===== config.mk =====
export PLATFORM = sky130hd
export DESIGN_NAME = go_back_n_sender_window
export DESIGN_NICKNAME = d
export VERILOG_FILES = /design/src/hw/rtl/gbn_pkg.sv /design/src/hw/rtl/gbn_store.sv /design/src/hw/rtl/go_back_n_sender_window.sv
export SDC_FILE = /design/constraint.sdc
export NUM_CORES = 1
export LEC_CHECK = 0
export BUFFER_PORTS_ARGS = -buffer_cell sky130_fd_sc_hd__buf_2
export CAP_MARGIN = 10
export CELL_PAD_IN_SITES_DETAIL_PLACEMENT = 2
export CELL_PAD_IN_SITES_GLOBAL_PLACEMENT = 2
export CORE_MARGIN = 2
export CORE_UTILIZATION = 47
export CTS_CLUSTER_DIAMETER = 30
export DETAILED_ROUTE_END_ITERATION = 7
export PLACE_DENSITY = 0.85
export RECOVER_POWER = 100
export SETUP_SLACK_MARGIN = 0.5
export SLEW_MARGIN = 20
export SYNTH_ARGS = -nofsm -noshare
export SYNTH_HDL_FRONTEND = slang
export SYNTH_SLANG_ARGS = --single-unit
export TNS_END_PERCENT = 20

===== constraint.sdc =====
create_clock -name clk -period 9.4 [get_ports clk]
set_input_delay 0.47 -clock clk [delete_from_list [all_inputs] [get_ports clk]]
set_output_delay 0.47 -clock clk [all_outputs]
set_load 0.01 [all_outputs]

===== src/hw/rtl/gbn_pkg.sv =====
`default_nettype none

package gbn_pkg;

    localparam int SEQ_SPACE  = 8;
    localparam int SEQ_W      = 3;
    localparam int CNT_W      = 4;
    localparam int WINDOW     = 4;
    localparam int DATA_WIDTH = 64;

    localparam logic [63:0] DATA_MASK = {64{1'b1}} >> (64 - DATA_WIDTH);
    localparam logic [SEQ_W-1:0] WINDOW_MOD = SEQ_W'(WINDOW % SEQ_SPACE);
    localparam logic [1:0] DUP_LAST = 2'd2;

    localparam logic [1:0] CMD_SEND    = 2'd0;
    localparam logic [1:0] CMD_ACK     = 2'd1;
    localparam logic [1:0] CMD_TIMEOUT = 2'd2;

    localparam logic [2:0] KIND_NEW     = 3'd0;
    localparam logic [2:0] KIND_REFUSED = 3'd1;
    localparam logic [2:0] KIND_RESENT  = 3'd2;
    localparam logic [2:0] KIND_ACK_OK  = 3'd3;
    localparam logic [2:0] KIND_IGNORED = 3'd4;
    localparam logic [2:0] KIND_IDLE_TO = 3'd5;

    typedef struct packed {
        logic [1:0]       cmd;
        logic [63:0]      payload;
        logic [SEQ_W-1:0] ack_num;
        logic             ack_good;
        logic [SEQ_W-1:0] timeout_seq;
    } item_t;

    typedef struct packed {
        logic [2:0]       kind;
        logic [SEQ_W-1:0] seq;
        logic [63:0]      data_out;
        logic             timer_stop;
        logic             timer_start;
        logic [SEQ_W-1:0] timer_seq;
        logic             window_full;
        logic             last;
    } result_t;

endpackage

`default_nettype wire


===== src/hw/rtl/gbn_store.sv =====
`default_nettype none

module gbn_store (
    input  wire logic                      clk,
    input  wire logic                      we,
    input  wire logic [gbn_pkg::SEQ_W-1:0] waddr,
    input  wire logic [63:0]               wdata,
    input  wire logic [gbn_pkg::SEQ_W-1:0] raddr,
    output logic      [63:0]               rdata
);

    logic [63:0] mem [gbn_pkg::SEQ_SPACE];

    always_ff @(posedge clk)
    begin
        if (we)
        begin
            mem[waddr] <= wdata;
        end
        rdata <= mem[raddr];
    end

endmodule

`default_nettype wire


===== src/hw/rtl/go_back_n_sender_window.sv =====
// Go-Back-N sender over an 8-number sequence space with a window of 4 packets.
// Each input beat (send, acknowledgement or timer expiry) is taken when the
// block is idle and answered by one to four result beats, the final one
// marked by last. An input answered by a single beat passes through the
// execute state back to idle; an accepted acknowledgement that leaves
// packets outstanding goes on through a second acknowledgement state; a
// retransmission walks the outstanding packets through the single read port
// of the packet store, one stored packet per cycle while the result side
// takes them. A stalled result side holds the sequencer.
`default_nettype none

module go_back_n_sender_window (
    input  wire logic             clk,
    input  wire logic             rst_n,
    input  wire logic             item_valid,
    output logic                  item_ready,
    input  wire gbn_pkg::item_t   item,
    output logic                  result_valid,
    input  wire logic             result_ready,
    output gbn_pkg::result_t      result
);

    typedef enum logic [3:0] {
        ST_IDLE   = 4'b0001,
        ST_EXEC   = 4'b0010,
        ST_ACK2   = 4'b0100,
        ST_RESEND = 4'b1000
    } state_t;

    state_t state_reg, state_next;

    gbn_pkg::item_t   item_reg;
    gbn_pkg::result_t result_reg, result_next;
    logic             result_valid_reg, result_valid_next;

    logic [gbn_pkg::SEQ_W-1:0] base_reg, base_next;
    logic [gbn_pkg::SEQ_W-1:0] nseq_reg, nseq_next;
    logic                      full_reg, full_next;
    logic [1:0]                dup_reg, dup_next;
    logic [gbn_pkg::SEQ_W-1:0] idx_reg, idx_next;
    logic [gbn_pkg::CNT_W-1:0] rs_n_reg, rs_n_next;
    logic [gbn_pkg::SEQ_W-1:0] rs_tseq_reg, rs_tseq_next;

    logic                      we;
    logic [gbn_pkg::SEQ_W-1:0] raddr;
    logic [63:0]               rdata;

    logic                      out_free;
    logic                      emit;
    logic [gbn_pkg::CNT_W-1:0] cnt;
    logic [gbn_pkg::SEQ_W-1:0] diff;
    logic [gbn_pkg::SEQ_W-1:0] off;
    logic [gbn_pkg::SEQ_W-1:0] seq_inc;
    logic [gbn_pkg::SEQ_W-1:0] base_new;
    logic                      rs_final;

    gbn_store u_store (
        .clk   (clk),
        .we    (we),
        .waddr (nseq_reg),
        .wdata (item_reg.payload & gbn_pkg::DATA_MASK),
        .raddr (raddr),
        .rdata (rdata)
    );

    assign item_ready   = (state_reg == ST_IDLE);
    assign result_valid = result_valid_reg;
    assign result       = result_reg;
    assign out_free     = !result_valid_reg || result_ready;

    assign diff     = nseq_reg - base_reg;
    assign cnt      = (diff == '0 && full_reg) ? gbn_pkg::CNT_W'(gbn_pkg::SEQ_SPACE)
                                               : {1'b0, diff};
    assign off      = item_reg.ack_num - base_reg;
    assign seq_inc  = nseq_reg + 1'b1;
    assign base_new = item_reg.ack_num + 1'b1;
    assign rs_final = (({1'b0, idx_reg} + 1'b1) == rs_n_reg);

    always_comb
    begin
        state_next   = state_reg;
        base_next    = base_reg;
        nseq_next    = nseq_reg;
        full_next    = full_reg;
        dup_next     = dup_reg;
        idx_next     = idx_reg;
        rs_n_next    = rs_n_reg;
        rs_tseq_next = rs_tseq_reg;
        we           = 1'b0;
        raddr        = base_reg + idx_reg;
        emit         = 1'b0;
        result_next  = '0;
        result_next.window_full = full_reg;
        result_next.last        = 1'b1;

        case (state_reg)
            ST_IDLE:
            begin
                if (item_valid)
                begin
                    state_next = ST_EXEC;
                end
            end
            ST_EXEC:
            begin
                raddr = base_reg;
                if (out_free)
                begin
                    state_next = ST_IDLE;
                    emit       = 1'b1;
                    result_next.kind = gbn_pkg::KIND_IGNORED;
                    case (item_reg.cmd)
                        gbn_pkg::CMD_SEND:
                        begin
                            if (full_reg)
                            begin
                                result_next.kind = gbn_pkg::KIND_REFUSED;
                            end
                            else
                            begin
                                we        = 1'b1;
                                nseq_next = seq_inc;
                                full_next = ((base_reg + gbn_pkg::WINDOW_MOD) == seq_inc);
                                result_next.kind        = gbn_pkg::KIND_NEW;
                                result_next.seq         = nseq_reg;
                                result_next.data_out    = item_reg.payload & gbn_pkg::DATA_MASK;
                                result_next.timer_start = (nseq_reg == base_reg);
                                result_next.timer_seq   = (nseq_reg == base_reg) ? nseq_reg
                                                                                 : '0;
                                result_next.window_full = full_next;
                            end
                        end
                        gbn_pkg::CMD_ACK:
                        begin
                            if (!item_reg.ack_good)
                            begin
                                result_next.kind = gbn_pkg::KIND_IGNORED;
                            end
                            else if ({1'b0, off} < cnt)
                            begin
                                dup_next  = '0;
                                base_next = base_new;
                                full_next = 1'b0;
                                result_next.kind        = gbn_pkg::KIND_ACK_OK;
                                result_next.seq         = item_reg.ack_num;
                                result_next.timer_stop  = 1'b1;
                                result_next.timer_seq   = base_reg;
                                result_next.window_full = 1'b0;
                                result_next.last        = (base_new == nseq_reg);
                                if (base_new != nseq_reg)
                                begin
                                    state_next = ST_ACK2;
                                end
                            end
                            else if (item_reg.ack_num == base_reg - 1'b1)
                            begin
                                if (dup_reg == gbn_pkg::DUP_LAST)
                                begin
                                    dup_next = '0;
                                    if (cnt == '0)
                                    begin
                                        result_next.timer_stop = 1'b1;
                                        result_next.timer_seq  = base_reg;
                                    end
                                    else
                                    begin
                                        emit         = 1'b0;
                                        state_next   = ST_RESEND;
                                        idx_next     = '0;
                                        rs_n_next    = cnt;
                                        rs_tseq_next = base_reg;
                                    end
                                end
                                else
                                begin
                                    dup_next = dup_reg + 1'b1;
                                end
                            end
                        end
                        gbn_pkg::CMD_TIMEOUT:
                        begin
                            dup_next = '0;
                            if (cnt == '0)
                            begin
                                result_next.kind        = gbn_pkg::KIND_IDLE_TO;
                                result_next.timer_stop  = 1'b1;
                                result_next.timer_start = 1'b1;
                                result_next.timer_seq   = item_reg.timeout_seq;
                            end
                            else
                            begin
                                emit         = 1'b0;
                                state_next   = ST_RESEND;
                                idx_next     = '0;
                                rs_n_next    = cnt;
                                rs_tseq_next = item_reg.timeout_seq;
                            end
                        end
                        default:
                        begin
                            result_next.kind = gbn_pkg::KIND_IGNORED;
                        end
                    endcase
                end
            end
            ST_ACK2:
            begin
                if (out_free)
                begin
                    emit       = 1'b1;
                    state_next = ST_IDLE;
                    result_next.kind        = gbn_pkg::KIND_ACK_OK;
                    result_next.seq         = item_reg.ack_num;
                    result_next.timer_start = 1'b1;
                    result_next.timer_seq   = base_reg;
                end
            end
            ST_RESEND:
            begin
                if (out_free)
                begin
                    emit  = 1'b1;
                    raddr = base_reg + idx_reg + 1'b1;
                    result_next.kind        = gbn_pkg::KIND_RESENT;
                    result_next.seq         = base_reg + idx_reg;
                    result_next.data_out    = rdata & gbn_pkg::DATA_MASK;
                    result_next.timer_stop  = (idx_reg == '0);
                    result_next.timer_start = rs_final;
                    result_next.timer_seq   = rs_tseq_reg;
                    result_next.last        = rs_final;
                    if (rs_final)
                    begin
                        state_next = ST_IDLE;
                    end
                    else
                    begin
                        idx_next = idx_reg + 1'b1;
                    end
                end
            end
            default:
            begin
                state_next = ST_IDLE;
            end
        endcase

        if (emit)
        begin
            result_valid_next = 1'b1;
        end
        else if (result_ready)
        begin
            result_valid_next = 1'b0;
        end
        else
        begin
            result_valid_next = result_valid_reg;
        end
    end

    always_ff @(posedge clk or negedge rst_n)
    begin
        if (!rst_n)
        begin
            state_reg        <= ST_IDLE;
            result_valid_reg <= 1'b0;
            base_reg         <= '0;
            nseq_reg         <= '0;
            full_reg         <= 1'b0;
            dup_reg          <= '0;
            idx_reg          <= '0;
            rs_n_reg         <= '0;
            rs_tseq_reg      <= '0;
        end
        else
        begin
            state_reg        <= state_next;
            result_valid_reg <= result_valid_next;
            base_reg         <= base_next;
            nseq_reg         <= nseq_next;
            full_reg         <= full_next;
            dup_reg          <= dup_next;
            idx_reg          <= idx_next;
            rs_n_reg         <= rs_n_next;
            rs_tseq_reg      <= rs_tseq_next;
        end
    end

    always_ff @(posedge clk)
    begin
        if (state_reg == ST_IDLE && item_valid)
        begin
            item_reg <= item;
        end
        if (emit)
        begin
            result_reg <= result_next;
        end
    end

    a_full_means_window: assert property (@(posedge clk) disable iff (!rst_n)
        full_reg |-> (nseq_reg - base_reg) == gbn_pkg::WINDOW_MOD)
        else $error("full flag set without a full window");

    a_dup_bounded: assert property (@(posedge clk) disable iff (!rst_n)
        dup_reg != 2'd3)
        else $error("duplicate count overran");

    a_resend_in_range: assert property (@(posedge clk) disable iff (!rst_n)
        state_reg == ST_RESEND |-> ({1'b0, idx_reg} < rs_n_reg && !we))
        else $error("retransmission walk out of range");

endmodule

`default_nettype wire


==> impl_metrics.toml <==
[layout]
antenna_cells = 0
drive_above_1_share_pct = 17.16
fillCellCount = 4988
stdcell_count = 2781
multi_input_area_mm2 = 0.006071
ff_latch_area_mm2 = 0.02176
area_growth_pct = 24.79
finalInstanceArea_mm2 = 0.03577
largest_register_ffs = 512
nets = 1965

[place]
port_buffers = 155
placed_cells = 2418
gp_congestion = 0.8751
dpl_cell_area_mm2 = 0.03023
dp_hpwl_um = 49420

[synth]
ys_types = 66
yosys_warnings = 0
synth_seq_cells = 750
synthArstFlopShare_pct = 3.200
synth_nets = 1638
synth_flop_cell = "edfxtp_1"
synth-edff-count = 662
syn_inst = 1541
syn_area_mm2 = 0.02867
syn_avg_cell_area_um2 = 18.60
seq_area_frac_synth_pct = 75.91

[clocking]
cts_buffers = 153
cts_setup_buffers = 0
ctsHtreeMaxLevel = 4
clk_latency_ns = 0.75
hold_buffers = 74
clk_pin_slew_ns = 0.06
cts_tree = "built"
cts_buffer_depth = 3
cts_root_buffer = "clkbuf_16"
cts_resized = 0
clock_sink_count = 750

[worst_setup_path]
cpMaxStageDelayCell = "clkbuf_1"
arrival_ns = 8.24
path_cells = "nor4b_4 > nand2_1 > nor3_1 > clkbuf_1 > clkbuf_1 > a22oi_1 > nand2_1"
critPathMaxFanout = 51
crit_type = "reg2reg"
max_stage_delay_ns = 2.69
end_kind = "flip-flop"
startpoint_type = "flip-flop"
critical_path_required_ns = 9.98

[floorplan]
die_y_um = 251.0
core-area_mm2 = 0.06036
dieArea_mm2 = 0.06299
start_util_pct = 47.50
chipWidth_um = 251.0
boundaryPins = 156
row_count = 90

[pwr]
p_leak_nw = 12.49
seqPwrFrac_pct = 31.1
p_per_area_mw_per_mm2 = 404.6
combPwrFrac_pct = 28.8
swShare_pct = 35.27
power.switching_mw = 5.104
p_int_mw = 9.369
clkPwrFrac_pct = 40.1
vdd_ir_drop_max_mv = 0.4624

[drt]
wl_um = 108400
ant_nets = 0
post_drt_via_cell_ratio = 6.360
first_iter_violations = 1908
wl_per_cell_um = 38.97
dr.pass1.iters = 6
vias = 17690
drc = 0

[run_status]
status = "complete, but fails checks"
violations = "capacitance limit, slew limit"

[sta]
period_minus_slack_ns = 7.661
fin_tns_setup_ns = 0
post-route-period-util_pct = 81.50
hold_viol = 0
finalMaxSlewViolations = 601
worstMarginPinSlew_ns = 3.772
relSlewSlack_pct = -151.5
finClkSkew_ns = 0.04013
fmax_mhz = 130.5
finalSetupViolations = 0
rsz0062_at_grt = "false"

[job]
maxCapViolCount = 17

[grt]
overflow = 0
grtUsageTotal_pct = 34.69
grt_pass1_vias = 19340
grt_pass1_wl_um = 153300
antenna_found_initial = 1
grt_max_degree = 154

[hold_path]
holdCritPathClass = "in2reg"
-- path summary, 6_finish.rpt --
| path | from | to | slack, ns | cells after the start |
|---|---|---|---|---|
| worst max-delay path | state_reg[1]$_DFFE_PN0P_ | result[71]$_DFFE_PP_ | 1.74 | 7 |
| worst min-delay path | item_valid | state_reg[0]$_DFFE_PN1P_ | 0.12 | 3 |
| worst max register to register | state_reg[1]$_DFFE_PN0P_ | result[71]$_DFFE_PP_ | 1.74 | 7 |
| worst min register to register | rs_tseq_reg[1]$_DFFE_PN0P_ | rs_tseq_reg[1]$_DFFE_PN0P_ | 0.53 | 1 |
| max in group asynchronous | rst_n | rs_n_reg[3]$_DFFE_PN0P_ | 7.63 | 2 |
| min in group asynchronous | rst_n | state_reg[1]$_DFFE_PN0P_ | 0.73 | 2 |
-- metrics by stage --
stage | utilization [%] | total power, mW | hold WS (ns) | setup WS (ns)
after global placement | 50.08 | 8.146 | 0.4917 | 4.736
after global routing | 59.27 | 14.80 | 0.1097 | 1.762
final | 59.27 | 14.47 | 0.1227 | 1.739
after detailed placement | 50.08 | 8.519 | 0.5092 | 4.172
after floorplan | - | 7.460 | 0.1744 | 0.7818
after CTS | 60.08 | 14.60 | 0.09302 | 3.764
-- Yosys cell counts, drive strengths merged (2+ instances only) --
library cell	number	area (um^2)
a21o	4	30.03
fa	3	60.06
nor4	3	18.77
dfrtp	23	575.6
mux2i	258	2582
or4b	2	23.77
xor3	2	48.79
edfxtp	662	19880
o211ai	2	20.02
buf	63	407.9
nor3b	2	15.01
nor2b	7	43.79
nand2b	7	43.79
nor2	19	71.32
dfxtp	64	1281
nand3	12	60.06
xor2	5	43.79
or3	3	18.77
and3	3	18.77
and4	2	17.52
a21oi	13	68.82
nor3	18	90.09
nor4b	5	73.83
o31ai	4	30.03
mux2	8	90.08
o21ai	21	105.1
a31oi	6	37.54
o2bb2ai	3	26.28
ha	17	212.7
a22oi	3	22.52
a221o	3	30.03
nand2	31	116.4
and2	4	27.53
nand3b	2	15.01
a22o	127	1112
a32oi	3	26.28
inv	19	71.32
a221oi	64	935.9
xnor2	10	87.58
clkbuf	21	78.83
-- routing by layer --
metal	vias to the layer above	wire (um)	track usage, %
met1	9423	41320	42.08
met3	305	6646	6.979
met5	-	13	0
li1	6951	-	-
met2	1007	55080	59.47
met4	2	5315	17.02
-- cell families (layout without fill, tap and decap cells) --
group	count (synthesis)	in the layout	share of synthesized area [%]
buf+inv	103	561	1.947
xor+xnor	18	18	0.7070
fa+ha+maj	20	20	0.9515
mux	266	266	9.323
flops	750	750	75.91
simple gates	121	121	2.305
compound gates	263	263	8.856
-- layout by cell type, fill, tap and decap left out, types with 19 or more instances in the layout --
master / Yosys / layout
edfxtp_1: 662 / 662
dfxtp_1: 64 / 64
dfrtp_1: 23 / 23
buf_2: 44 / 43
inv_1: 19 / 19
dlygate4sd3_1: 0 / 74
clkinv_2: 0 / 24
bufinv_16: 0 / 20
o21ai_0: 19 / 19
mux2i_1: 258 / 258
clkbuf_16: 0 / 158
a22o_1: 127 / 127
a221oi_1: 4 / 55
clkbuf_1: 21 / 138
nand2_1: 31 / 31
-- layout make-up --
class / count / share of cell area, %
Timing Repair Buffer: 256 / 4.463
Clock inverter: 103 / 3.235
Sequential cell: 750 / 60.83
Tap cell: 782 / 2.735
Clock buffer: 183 / 11.57
Inverter: 19 / 0.1994
Multi-Input combinational cell: 688 / 16.97
-- critical path: cells and delay by family, from the launching register on --
kind	cells	cell delay [ns]
flops	1	0.75
compound gates	1	0.61
simple gates	4	2.23
buf+inv	2	3.84
-- power by group through the flow --
stage | registers (mW) | logic (mW) | clock network [mW]
global placement | 4.43 | 3.72 | 0
global route | 4.53 | 4.31 | 5.96
detailed placement | 4.50 | 4.02 | 0
CTS | 4.47 | 4.34 | 5.79
floorplan | 4.33 | 3.13 | 0
finish | 4.51 | 4.16 | 5.80
(Power assumes the default switching activity.)
